==> src/lcg_pkg.sv <==
// ----------------------------------------------------------------------------
// lcg_pkg
// Types, constants and helpers shared by the random generator block.
// ----------------------------------------------------------------------------
package lcg_pkg;

   localparam logic [31:0] LCG_MUL     = 32'hff1c_d035;
   localparam logic [63:0] LCG_ADD     = 64'd5;
   localparam int          FLOAT_SHIFT = 32 - 24;
   localparam logic [7:0]  EXP_BIAS    = 8'd103;

   localparam logic [1:0] FUNC_RESEED  = 2'd0;
   localparam logic [1:0] FUNC_RAW     = 2'd1;
   localparam logic [1:0] FUNC_BOUNDED = 2'd2;
   localparam logic [1:0] FUNC_FLOAT   = 2'd3;

   typedef struct packed {
      logic [1:0]  func;
      logic [31:0] bound;
      logic        load_en;
      logic [63:0] load_val;
   } entry_type;

   typedef struct packed {
      logic      valid;
      entry_type entry;
   } queue_out_type;

   typedef enum logic [1:0] {
      ST_IDLE,
      ST_ADD,
      ST_SCALE,
      ST_DONE
   } back_state_type;

   // IEEE single pattern of x * 2^-24 for x below 2^24 (always exact)
   function automatic logic [31:0] unit_float_bits(input logic [23:0] x);
      logic [4:0]  msb;
      logic [23:0] sh;
      msb = 5'd0;
      for (int i = 0; i < 24; i++) begin
         if (x[i]) begin
            msb = 5'(i);
         end
      end
      sh = x << (5'd23 - msb);
      if (x == 24'd0) begin
         unit_float_bits = 32'd0;
      end else begin
         unit_float_bits = {1'b0, EXP_BIAS + {3'd0, msb}, sh[22:0]};
      end
   endfunction

endpackage

==> src/lcg_if.sv <==
// ----------------------------------------------------------------------------
// lcg_req_if / lcg_rsp_if
// Valid/ready channels for requests and results.
// ----------------------------------------------------------------------------
interface lcg_req_if;
   logic        valid;
   logic        ready;
   logic [1:0]  func;
   logic [31:0] bound;
   modport source (output valid, output func, output bound, input ready);
   modport sink   (input valid, input func, input bound, output ready);
endinterface


==> src/lcg_front.sv <==
// ----------------------------------------------------------------------------
// lcg_front
// Accepts requests, resolves the seed source and queues work for the back.
// ----------------------------------------------------------------------------
module lcg_front (
   input  logic                  clock,
   input  logic                  reset,
   lcg_req_if.sink               req,
   input  logic                  csr_wr_en,
   input  logic [63:0]           csr_wr_data,
   input  logic                  pop,
   output lcg_pkg::queue_out_type q_out
);
   import lcg_pkg::*;

   logic [63:0] seed_ff;
   logic [63:0] tick_ff;
   logic        seeded_ff;
   entry_type   q_ff [2];
   logic        wr_ptr_ff, rd_ptr_ff;
   logic [1:0]  cnt_ff;
   logic        push;
   entry_type   new_entry;

   assign req.ready = (cnt_ff != 2'd2);
   assign push      = req.valid && req.ready;

   always_comb begin
      new_entry.func  = req.func;
      new_entry.bound = req.bound;
      if (req.func == FUNC_RESEED) begin
         new_entry.load_en  = 1'b1;
         new_entry.load_val = (seed_ff != 64'd0) ? seed_ff : tick_ff;
      end else begin
         new_entry.load_en  = !seeded_ff;
         new_entry.load_val = tick_ff;
      end
   end

   assign q_out.valid = (cnt_ff != 2'd0);
   assign q_out.entry = q_ff[rd_ptr_ff];

   always_ff @(posedge clock) begin
      if (reset) begin
         seed_ff   <= 64'd0;
         tick_ff   <= 64'd0;
         seeded_ff <= 1'b0;
         wr_ptr_ff <= 1'b0;
         rd_ptr_ff <= 1'b0;
         cnt_ff    <= 2'd0;
      end else begin
         if (csr_wr_en) begin
            seed_ff <= csr_wr_data;
         end
         // advance the tick on every accepted beat
         if (push) begin
            tick_ff          <= tick_ff + 64'd1;
            seeded_ff        <= 1'b1;
            q_ff[wr_ptr_ff]  <= new_entry;
            wr_ptr_ff        <= !wr_ptr_ff;
         end
         if (pop) begin
            rd_ptr_ff <= !rd_ptr_ff;
         end
         cnt_ff <= cnt_ff + {1'b0, push} - {1'b0, pop};
      end
   end
endmodule

==> src/flat_wrapper.sv <==
// flat-port wrapper written by rule: the top's interface ports become plain ports
module lcg_front_flat import lcg_pkg::*;
  (clock, reset, csr_wr_en, csr_wr_data, pop, q_out, req_valid, req_func, req_bound, req_ready);
  lcg_req_if req_i ();
  input  logic clock;
  input  logic reset;
  input  logic csr_wr_en;
  input  logic [63:0] csr_wr_data;
  input  logic pop;
  output lcg_pkg::queue_out_type q_out;
  input wire logic [$bits(req_i.valid)-1:0] req_valid;
  input wire logic [$bits(req_i.func)-1:0] req_func;
  input wire logic [$bits(req_i.bound)-1:0] req_bound;
  output wire logic [$bits(req_i.ready)-1:0] req_ready;
  assign req_i.valid = req_valid;
  assign req_i.func = req_func;
  assign req_i.bound = req_bound;
  assign req_ready = req_i.ready;
  lcg_front u_core (.clock(clock), .reset(reset), .req(req_i), .csr_wr_en(csr_wr_en), .csr_wr_data(csr_wr_data), .pop(pop), .q_out(q_out));
endmodule
==> config.mk <==
export PLATFORM = sky130hd
export DESIGN_NAME = lcg_front_flat
export DESIGN_NICKNAME = d
export VERILOG_FILES = /design/src/lcg_pkg.sv /design/src/lcg_if.sv /design/src/lcg_front.sv /design/src/flat_wrapper.sv
export SDC_FILE = /design/constraint.sdc
export NUM_CORES = 1
export LEC_CHECK = 0
export BUFFER_PORTS_ARGS = -buffer_cell sky130_fd_sc_hd__buf_2
export CORE_ASPECT_RATIO = 1.2
export CORE_MARGIN = 5
export CORE_UTILIZATION = 45
export CTS_BUF_LIST = sky130_fd_sc_hd__clkbuf_8
export DETAILED_ROUTE_END_ITERATION = 6
export GPL_ROUTABILITY_DRIVEN = 0
export PLACE_DENSITY_LB_ADDON = 0.2
export SLEW_MARGIN = 20
export SYNTH_ARGS = -nofsm -noshare
export SYNTH_HDL_FRONTEND = slang
export SYNTH_SLANG_ARGS = --single-unit
==> constraint.sdc <==
create_clock -name clock -period 26.5 [get_ports clock]
set_input_delay 5.3 -clock clock [delete_from_list [all_inputs] [get_ports clock]]
set_output_delay 5.3 -clock clock [all_outputs]
set_load 0.02 [all_outputs]
==> results.sh <==
export IMPL_grt_overflow=0
export IMPL_min_period_ps=7953
export IMPL_ir_drop_mv=0.04010
export IMPL_synth_distinct_cells=41
export IMPL_syn_avg_cell_area_um2=13.37
export IMPL_yosys_top_cells_count="edfxtp_1, mux2_2, dfxtp_1, nor2_1, mux2i_1"
export IMPL_clock_latency_ps=570
export IMPL_finalHoldViolations=0
export IMPL_synth_edff_count=198
export IMPL_cp_arrival_ps=2650
export IMPL_synthesis_area_mm2=0.01356
export IMPL_path_max_fanout=59
export IMPL_drc=0
export IMPL_ys_seq_area_frac=0.6362
export IMPL_leakagePower_nw=6.054
export IMPL_cts_tree="built"
export IMPL_synthMostInstantiatedCell="edfxtp_1"
export IMPL_skew_ps=13.65
export IMPL_max_freq_mhz=125.7
export IMPL_rsz0062_at_grt="false"
export IMPL_die_area_mm2=0.03372
export IMPL_p_total_mw=1.183
export IMPL_max_cap_violations=0
export IMPL_die_h_um=200.2
export IMPL_rrSetupSlack_ps=23470
export IMPL_setup_violations=0
export IMPL_ctsResizeCount=0
export IMPL_first_iter_violations=437
export IMPL_postRouteAntennaNets=0
export IMPL_core_rowCount=69
export IMPL_slew_viol_final=0
export IMPL_cts_buffers=52
export IMPL_setup_tns_ps=0
export IMPL_critPathLaunchType="register"
export IMPL_vias=8732
export IMPL_path_clk_slew_ps=60
export IMPL_synthFlopType="edfxtp_1"
export IMPL_worst_slew_margin_rel=0.3817
export IMPL_grt_antenna_before_repair=0
export IMPL_first_pass_iters=4
export IMPL_area_delta_synth_final_pct=18.06
export IMPL_clkSinkCount=332
export IMPL_drt_wl_total_um=30410
export IMPL_worstSetupPathType="reg2out"
export IMPL_setup_slack_ps=18550
export IMPL_cts_max_level=2
export IMPL_pre_cts_ws_ps=18890
export IMPL_routedWlPerCell_um=18.31
export IMPL_syn_inst=1014
export IMPL_worst_pin_slew_ps=927.4
export IMPL_pin_count=204
export IMPL_cts_root_buf="clkbuf_8"
export IMPL_cts_buffer_depth=3
export IMPL_cts_hold_buf=0
export IMPL_outcome="complete, no violations"
export IMPL_cp_required_ps=21200
export IMPL_die_w_um=168.5
export IMPL_syn_num_nets=1120
export IMPL_dp_hpwl_um=20180
export IMPL_synth_top_area_cell="edfxtp_1"
export IMPL_portBuffers=203
export IMPL_powerDensity_mw_per_mm2=73.91
export IMPL_grt_pass1_wl_um=47620
export IMPL_start_util=0.4566
export IMPL_finalCritPeriodShare=0.3001
export IMPL_num_antenna_cells=0
export IMPL_grt_pass1_vias=8666
export IMPL_nets=1335
export IMPL_grt_start_max_net_pins=87
export IMPL_ys_ff_latch=332
export IMPL_end_kind="output pin"
export IMPL_grt_usage=0.1742
export IMPL_async_reset_ff_frac=0
export IMPL_drive_gt1_frac=0.3635
export IMPL_core_mm2=0.02970
export IMPL_ys_warnings_count=0
export IMPL_cts_setup_buffers=0
export IMPL_min_path_type="reg2reg"
export IMPL_via_per_inst=5.257
export IMPL_synth_area_leaders="edfxtp_1, dfxtp_1, mux2_2"
export IMPL_yosys_area_top_type_share=0.4384
==> metrics by stage <==
stage | std cells | area (µm²) | utilization | hold WS [ps]
after global placement | 1565 | 14950 | 0.5034 | 444.6
after floorplan | 1014 | 13560 | - | 433.7
after CTS | 1661 | 16010 | 0.5391 | 466.3
after detailed placement | 1565 | 14950 | 0.5034 | 452.4
after global routing | 1661 | 16010 | 0.5391 | 515.8
final | 1661 | 16010 | 0.5391 | 461.0
==> routing by layer <==
metal / wire [µm] / vias up / track usage
met1: 13820 / 4241 / 0.2389
li1: - / 4229 / -
met3: 1609 / 49 / 0.03726
met2: 14340 / 213 / 0.2810
met4: 643 / 0 / 0.04929
met5: 0 / - / 0
==> placed cells by master (no fill, tap or decap), types with 11 or more instances in the layout <==
cell type,instances
nand4_1,30
nand3_1,21
nor4_1,22
edfxtp_1,198
o21ai_0,19
mux2i_1,64
xnor2_1,19
buf_2,201
a21oi_1,34
mux2_2,163
nor2_1,107
nand2_1,27
and3_1,12
or3_1,21
xor2_1,15
nor3_1,11
clkbuf_8,60
buf_4,11
inv_1,28
dfxtp_1,133
==> path summary, 6_finish.rpt <==
path,depth (start not counted),endpoint,startpoint
worst min-delay path,2,u_core.seeded_ff,u_core.seeded_ff
worst max register to register,6,u_core.q_ff[1][6],u_core.seed_ff[52]
worst max-delay path,3,q_out[38],register
worst min register to register,2,u_core.seeded_ff,u_core.seeded_ff
==> final cells by class <==
class,instances,area [µm²]
Fill cell,2591,13690
Clock buffer,60,825.8
Tap cell,390,488.0
Inverter,12,45.04
Sequential cell,332,8632
Timing Repair Buffer,212,1089
Multi-Input combinational cell,619,4696
Clock inverter,36,236.5
==> flip-flops by register name, indices dropped and copies added (netlist names), named ones only <==
name	flops
u_core.q_ff	198
u_core.wr_ptr_ff	1
u_core.cnt_ff	2
u_core.seed_ff	64
u_core.rd_ptr_ff	1
u_core.seeded_ff	1
u_core.tick_ff	64
==> report_power, final <==
part           leakage (nW)  switching (mW)  internal [mW]  total [mW]
logic                  2.50          0.0901         0.0582       0.148
clock network         0.610           0.195          0.237       0.432
registers              2.94          0.0154          0.588       0.603
total                  6.05           0.301          0.882        1.18
==> worst max-delay path: stages (launching register included) <==
cell,delay (ps)
dfxtp_4,740
buf_4,730
mux2_2,420
buf_2,160
==> cells by family after synthesis <==
logic type      Yosys count  synth area share
flops                   332            0.6362
simple gates            288            0.1102
mux                     227            0.1826
compound gates           67           0.02768
buf+inv                  63           0.01864
xor+xnor                 34           0.02196
fa+ha+maj                 3          0.002768
Power figures use the tool's default switching activity.
