### config.mk
export PLATFORM = sky130hd
export DESIGN_NAME = lcg_back_flat
export DESIGN_NICKNAME = d
export VERILOG_FILES = /design/src/lcg_pkg.sv /design/src/lcg_if.sv /design/src/lcg_back.sv /design/src/flat_wrapper.sv
export SDC_FILE = /design/constraint.sdc
export NUM_CORES = 2
export LEC_CHECK = 0
export BUFFER_PORTS_ARGS = -buffer_cell sky130_fd_sc_hd__buf_2
export CORE_ASPECT_RATIO = 1.1
export CORE_UTILIZATION = 43
export CTS_CLUSTER_DIAMETER = 120
export CTS_CLUSTER_SIZE = 30
export DETAILED_ROUTE_END_ITERATION = 8
export HOLD_SLACK_MARGIN = 0.15
export PLACE_DENSITY = 0.65
export SYNTH_ARGS = -nofsm -noshare
export SYNTH_HDL_FRONTEND = slang
export SYNTH_SLANG_ARGS = --single-unit
### constraint.sdc
create_clock -name clock -period 10.1 [get_ports clock]
set_input_delay 0 -clock clock [delete_from_list [all_inputs] [get_ports clock]]
set_output_delay 0 -clock clock [all_outputs]
set_load 0.005 [all_outputs]
### src/lcg_pkg.sv
// ----------------------------------------------------------------------------
// lcg_pkg
// Types, constants and helpers shared by the random generator block.
// ----------------------------------------------------------------------------
package lcg_pkg;

   localparam logic [31:0] LCG_MUL     = 32'hff1c_d035;
   localparam logic [63:0] LCG_ADD     = 64'd5;
   localparam int          FLOAT_SHIFT = 32 - 24;
   localparam logic [7:0]  EXP_BIAS    = 8'd103;

   localparam logic [1:0] FUNC_RESEED  = 2'd0;
   localparam logic [1:0] FUNC_RAW     = 2'd1;
   localparam logic [1:0] FUNC_BOUNDED = 2'd2;
   localparam logic [1:0] FUNC_FLOAT   = 2'd3;

   typedef struct packed {
      logic [1:0]  func;
      logic [31:0] bound;
      logic        load_en;
      logic [63:0] load_val;
   } entry_type;

   typedef struct packed {
      logic      valid;
      entry_type entry;
   } queue_out_type;

   typedef enum logic [1:0] {
      ST_IDLE,
      ST_ADD,
      ST_SCALE,
      ST_DONE
   } back_state_type;

   // IEEE single pattern of x * 2^-24 for x below 2^24 (always exact)
   function automatic logic [31:0] unit_float_bits(input logic [23:0] x);
      logic [4:0]  msb;
      logic [23:0] sh;
      msb = 5'd0;
      for (int i = 0; i < 24; i++) begin
         if (x[i]) begin
            msb = 5'(i);
         end
      end
      sh = x << (5'd23 - msb);
      if (x == 24'd0) begin
         unit_float_bits = 32'd0;
      end else begin
         unit_float_bits = {1'b0, EXP_BIAS + {3'd0, msb}, sh[22:0]};
      end
   endfunction

endpackage

### src/lcg_if.sv


interface lcg_rsp_if;
   logic        valid;
   logic        ready;
   logic [31:0] value;
   modport source (output valid, output value, input ready);
   modport sink   (input valid, input value, output ready);
endinterface

### src/lcg_back.sv
// ----------------------------------------------------------------------------
// lcg_back
// Advances the generator state and scales the raw word into a result.
// ----------------------------------------------------------------------------
module lcg_back (
   input  logic                  clock,
   input  logic                  reset,
   input  lcg_pkg::queue_out_type q_in,
   output logic                  pop,
   lcg_rsp_if.source             rsp
);
   import lcg_pkg::*;

   back_state_type state_ff, state_in;
   logic [63:0] gen_ff, gen_in;
   logic [63:0] plo_ff, plo_in;
   logic [31:0] phi_ff, phi_in;
   logic [31:0] raw_ff, raw_in;
   logic [63:0] prod_ff, prod_in;
   logic [1:0]  func_ff, func_in;
   logic [31:0] bound_ff, bound_in;
   logic        out_valid_ff, out_valid_in;
   logic [31:0] out_ff, out_in;
   logic [63:0] st;
   logic [63:0] phi_full;
   logic [63:0] sum;

   assign rsp.valid = out_valid_ff;
   assign rsp.value = out_ff;

   always_comb begin
      state_in     = state_ff;
      gen_in       = gen_ff;
      plo_in       = plo_ff;
      phi_in       = phi_ff;
      raw_in       = raw_ff;
      prod_in      = prod_ff;
      func_in      = func_ff;
      bound_in     = bound_ff;
      out_in       = out_ff;
      out_valid_in = out_valid_ff && !rsp.ready;
      pop          = 1'b0;
      st           = q_in.entry.load_en ? q_in.entry.load_val : gen_ff;
      phi_full     = st[63:32] * LCG_MUL;
      sum          = plo_ff + {phi_ff, 32'd0} + LCG_ADD;
      case (state_ff)
         ST_IDLE: begin
            if (q_in.valid) begin
               pop      = 1'b1;
               gen_in   = st;
               func_in  = q_in.entry.func;
               bound_in = q_in.entry.bound;
               plo_in   = st[31:0] * LCG_MUL;
               phi_in   = phi_full[31:0];
               if (q_in.entry.func != FUNC_RESEED) begin
                  state_in = ST_ADD;
               end
            end
         end
         ST_ADD: begin
            gen_in   = sum;
            raw_in   = sum[63:32];
            state_in = ST_SCALE;
         end
         ST_SCALE: begin
            prod_in  = raw_ff * bound_ff;
            state_in = ST_DONE;
         end
         ST_DONE: begin
            // hold while the previous result is still waiting
            if (!out_valid_ff || rsp.ready) begin
               out_valid_in = 1'b1;
               case (func_ff)
                  FUNC_BOUNDED: out_in = prod_ff[63:32];
                  FUNC_FLOAT:   out_in = unit_float_bits(raw_ff[31:FLOAT_SHIFT]);
                  default:      out_in = raw_ff;
               endcase
               state_in = ST_IDLE;
            end
         end
         default: state_in = ST_IDLE;
      endcase
   end

   always_ff @(posedge clock) begin
      if (reset) begin
         state_ff     <= ST_IDLE;
         gen_ff       <= 64'd0;
         out_valid_ff <= 1'b0;
      end else begin
         state_ff     <= state_in;
         gen_ff       <= gen_in;
         out_valid_ff <= out_valid_in;
      end
   end

   always_ff @(posedge clock) begin
      plo_ff   <= plo_in;
      phi_ff   <= phi_in;
      raw_ff   <= raw_in;
      prod_ff  <= prod_in;
      func_ff  <= func_in;
      bound_ff <= bound_in;
      out_ff   <= out_in;
   end
endmodule

### src/flat_wrapper.sv
// flat-port wrapper written by rule: the top's interface ports become plain ports
module lcg_back_flat import lcg_pkg::*;
  (clock, reset, q_in, pop, rsp_valid, rsp_value, rsp_ready);
  lcg_rsp_if rsp_i ();
  input  logic clock;
  input  logic reset;
  input  lcg_pkg::queue_out_type q_in;
  output logic pop;
  output wire logic [$bits(rsp_i.valid)-1:0] rsp_valid;
  output wire logic [$bits(rsp_i.value)-1:0] rsp_value;
  input wire logic [$bits(rsp_i.ready)-1:0] rsp_ready;
  assign rsp_valid = rsp_i.valid;
  assign rsp_value = rsp_i.value;
  assign rsp_i.ready = rsp_ready;
  lcg_back u_core (.clock(clock), .reset(reset), .q_in(q_in), .pop(pop), .rsp(rsp_i));
endmodule
==> insert_results.sql <==
INSERT INTO impl_metrics (metric_group, metric, value, unit) VALUES
('outcome', 'result_of_the_run', 'finished clean', ''),
('cts', 'clockRootBuffer', 'sky130_fd_sc_hd__clkbuf_16', ''),
('floorplan', 'coreArea', '162000', 'sq um'),
('drt', 'detail-route-antenna-nets', '0', ''),
('cts', 'clock_sinks', '293', ''),
('floorplan', 'rows', '155', ''),
('sta', 'fin_crit_sh', '90.6', '%'),
('drt', 'routedWlPerCell', '22.0', 'um'),
('layout', 'most-common-layout-cells', '1729 x sky130_fd_sc_hd__inv_1, 1431 x sky130_fd_sc_hd__fa_1, 831 x sky130_fd_sc_hd__ha_1', ''),
('global_routing', 'grt_max_degree', '85', ''),
('sta', 'final.setup.tns', '0', 'ps'),
('layout', 'drive_gt1_share', '4.94', '%'),
('setup_path', 'rr_endpoint', 'u_core.prod_ff[63]', ''),
('sta', 'timing_max_transition_violations_final', '0', ''),
('layout', 'finish.net_count', '9651', ''),
('min_path', 'worst_hold_startpoint', 'q_in[13]', ''),
('global_routing', 'grt_first_pass_wirelength', '322', 'mm'),
('cts', 'cts_resized', '0', ''),
('cts', 'h-tree-depth', '1', ''),
('yosys', 'netlist-cell-type-count', '79', ''),
('setup_path', 'critPathLaunchType', 'flop', ''),
('floorplan', 'die_h', '426', 'um'),
('yosys', 'asyncSetResetFlopFracSynth', '0', '%'),
('yosys', 'synth_sequential_area_ratio', '11.6', '%'),
('cts', 'clk_latency', '660', 'ps'),
('sta', 'max-slew-margin-rel', '6.78', '%'),
('global_routing', 'grt_pass1_vias', '54400', ''),
('global_routing', 'grt_remaining_overflow', '0', ''),
('drt', 'vias_per_cell', '5.33', ''),
('yosys', 'synth_compound_gate_area_share', '6.25', '%'),
('cts', 'tritoncts.num_buffers', '22', ''),
('layout', 'design_area', '75400', 'sq um'),
('sta', 'timing.final.crit_period', '9150', 'ps'),
('yosys', 'synth_edf_count', '226', ''),
('floorplan', 'initial_core_util', '43.3', '%'),
('drt', 'vias', '50300', ''),
('sta', 'setup-violations-final', '0', ''),
('drt', 'wirelength', '207', 'mm'),
('yosys', 'synth.net_count', '9579', ''),
('setup_path', 'depth_of_the_worst_register_to_register_path', '25', ''),
('yosys', 'synthSimpleGateAreaFrac', '11.7', '%'),
('yosys', 'avgSynthCellArea', '9.75', 'sq um'),
('cts', 'clkTransAtPathRegs', '110', 'ps'),
('sta', 'fmax', '109', 'MHz'),
('cts', 'tritoncts', 'built', ''),
('layout', 'final_common_cell', 'sky130_fd_sc_hd__inv_1', ''),
('yosys', 'ys_warnings', '0', ''),
('setup_path', 'cp_max_fo', '26', ''),
('setup_path', 'critPathKind', 'reg2reg', ''),
('setup_path', 'worstPathRequired', '10510', 'ps'),
('place', 'place_area', '73400', 'sq um'),
('sta', 'timing_worst_slew_pin_value', '1400', 'ps'),
('yosys', 'synthesized_flop_and_latch_total', '293', ''),
('place', 'gpl_wtd_cong', '0.993', ''),
('floorplan', 'pin_count', '137', ''),
('drt', 'detail_route.iter0.violations', '3558', ''),
('flow_run', 'max_cap_viol_count', '0', ''),
('min_path', 'whs_path_depth', '6', ''),
('setup_path', 'regToRegSetupSlack', '950', 'ps'),
('setup_path', 'startpoint', 'u_core.raw_ff[9]', ''),
('min_path', 'hold_class', 'in2reg', ''),
('setup_path', 'critical_path.endpoint_type', 'flop', ''),
('sta', 'timing_hold_violations_final', '0', ''),
('place', 'dp_hpwl', '171', 'mm'),
('drt', 'drcViolationCount', '0', ''),
('yosys', 'main_combinational_cell_family_by_area_after_synthesis', 'adder cells', ''),
('drt', 'detail_route.first_pass.iterations', '8', ''),
('cts', 'cts_buffer_depth', '3', ''),
('yosys', 'xor_xnor_share_of_the_synthesized_area', '2.44', '%'),
('floorplan', 'die_width', '388', 'um'),
('yosys', 'synth_adder_area_share', '55.5', '%');
[routing by layer]
layer  wire [um]  global-route usage (%)
met5         158                       0
met4        7780                    8.37
met3       16100                    4.52
met2       98200                    42.6
met1       85000                    33.8
[metrics by stage]
stage / worst slack (ps) / cells / utilization [%]
after detailed placement: 1010 / 9275 / 45.2
final: 947 / 9426 / 46.5
after global routing: 559 / 9421 / 46.4
after CTS: 988 / 9420 / 46.4
after global placement: 1090 / 9275 / 45.2
after floorplan: 1730 / 7213 / -
[Yosys cell counts (5+ instances only)]
| cell | number | area share, % |
|---|---|---|
| sky130_fd_sc_hd__inv_1 | 1729 | 9.2 |
| sky130_fd_sc_hd__fa_1 | 1431 | 41 |
| sky130_fd_sc_hd__ha_1 | 832 | 15 |
| sky130_fd_sc_hd__and2_1 | 600 | 5.3 |
| sky130_fd_sc_hd__nand2_1 | 560 | 3.0 |
| sky130_fd_sc_hd__clkbuf_1 | 279 | 1.5 |
| sky130_fd_sc_hd__nor2_1 | 250 | 1.3 |
| sky130_fd_sc_hd__edfxtp_1 | 226 | 9.6 |
| sky130_fd_sc_hd__a21oi_1 | 207 | 1.5 |
| sky130_fd_sc_hd__xnor2_1 | 124 | 1.5 |
| sky130_fd_sc_hd__o21ai_0 | 99 | 0.70 |
| sky130_fd_sc_hd__a21o_1 | 90 | 0.96 |
| sky130_fd_sc_hd__xor2_1 | 70 | 0.87 |
| sky130_fd_sc_hd__dfxtp_1 | 67 | 1.9 |
| sky130_fd_sc_hd__mux2i_1 | 66 | 0.94 |
| sky130_fd_sc_hd__a211oi_1 | 64 | 0.68 |
| sky130_fd_sc_hd__nor3_1 | 63 | 0.45 |
| sky130_fd_sc_hd__mux2_2 | 46 | 0.74 |
| sky130_fd_sc_hd__nand3_1 | 38 | 0.27 |
| sky130_fd_sc_hd__and3_1 | 25 | 0.22 |
| sky130_fd_sc_hd__o21a_1 | 25 | 0.27 |
| sky130_fd_sc_hd__a31oi_1 | 22 | 0.20 |
| sky130_fd_sc_hd__nor2b_1 | 22 | 0.20 |
| sky130_fd_sc_hd__nand2b_1 | 21 | 0.19 |
| sky130_fd_sc_hd__nand4_1 | 20 | 0.18 |
| sky130_fd_sc_hd__o21bai_1 | 19 | 0.20 |
| sky130_fd_sc_hd__o211ai_1 | 17 | 0.18 |
| sky130_fd_sc_hd__a221oi_1 | 15 | 0.19 |
| sky130_fd_sc_hd__buf_1 | 15 | 0.080 |
| sky130_fd_sc_hd__nor4_1 | 12 | 0.11 |
| sky130_fd_sc_hd__or2_2 | 10 | 0.089 |
| sky130_fd_sc_hd__or3_1 | 10 | 0.089 |
| sky130_fd_sc_hd__a31o_2 | 9 | 0.11 |
| sky130_fd_sc_hd__a22oi_1 | 8 | 0.085 |
| sky130_fd_sc_hd__a311oi_1 | 8 | 0.10 |
| sky130_fd_sc_hd__and4_1 | 8 | 0.10 |
| sky130_fd_sc_hd__a211o_1 | 7 | 0.087 |
| sky130_fd_sc_hd__a221o_1 | 7 | 0.10 |
| sky130_fd_sc_hd__o31ai_1 | 7 | 0.075 |
| sky130_fd_sc_hd__a21boi_0 | 6 | 0.064 |
| sky130_fd_sc_hd__o22ai_1 | 5 | 0.044 |
[critical path, stage by stage, from the launching register on]
cell and delay [ps]:
sky130_fd_sc_hd__edfxtp_1 970, sky130_fd_sc_hd__buf_4 490, sky130_fd_sc_hd__and2_1 200, sky130_fd_sc_hd__fa_1 440
sky130_fd_sc_hd__fa_1 520, sky130_fd_sc_hd__inv_1 50, sky130_fd_sc_hd__fa_1 460, sky130_fd_sc_hd__fa_1 510
sky130_fd_sc_hd__inv_1 60, sky130_fd_sc_hd__fa_1 550, sky130_fd_sc_hd__fa_1 440, sky130_fd_sc_hd__fa_1 540
sky130_fd_sc_hd__fa_1 430, sky130_fd_sc_hd__ha_1 320, sky130_fd_sc_hd__and3_1 310, sky130_fd_sc_hd__nand4_1 170
sky130_fd_sc_hd__a211oi_1 460, sky130_fd_sc_hd__o221ai_1 210, sky130_fd_sc_hd__o22ai_1 150, sky130_fd_sc_hd__buf_4 220
sky130_fd_sc_hd__and3_1 230, sky130_fd_sc_hd__o311ai_1 190, sky130_fd_sc_hd__a21oi_1 410, sky130_fd_sc_hd__a2111oi_0 180
sky130_fd_sc_hd__nor3_1 280, sky130_fd_sc_hd__xnor2_1 90
[layout make-up]
type / count / area (sq um)
fillers: 15100 / 86900
multi-input cells: 4896 / 54700
flip-flops and latches: 293 / 8130
inverters: 1729 / 6490
well taps: 2119 / 2650
repair buffers: 343 / 2510
clock buffers: 25 / 562
clock inverters: 15 / 352
diodes: 6 / 15.0
[flip-flops by register name, summed over array words and instances, names as in the netlist]
signal,cells
u_core.bound_ff,32
u_core.func_ff,2
u_core.gen_ff,64
u_core.phi_ff,32
u_core.plo_ff,64
u_core.prod_ff,32
u_core.raw_ff,32
u_core.rsp.valid,1
u_core.rsp.value,32
u_core.state_ff,2
[how the worst max path moves through the flow]
| stage | endpoint | slack, ps | cells past startpoint |
|---|---|---|---|
| 5_1_grt | u_core.prod_ff[63] | 560 | 25 |
| 6_report | u_core.prod_ff[63] | 950 | 25 |
| 4_1_cts | u_core.prod_ff[63] | 990 | 25 |
| 3_5_place_dp | u_core.prod_ff[63] | 1010 | 24 |
| 2_1_floorplan | u_core.plo_ff[63] | 1730 | 28 |
| 3_3_place_gp | u_core.prod_ff[63] | 1090 | 25 |
[kinds of logic after synthesis]
logic type      count (synthesis)
compound gates                671
xor+xnor                      195
fa+ha+maj                    2263
buf+inv                      2024
flops                         293
mux                           113
simple gates                 1654
Power is not shown: default switching activity piles up to over one toggle a cycle in this logic, so the estimate is an artifact.
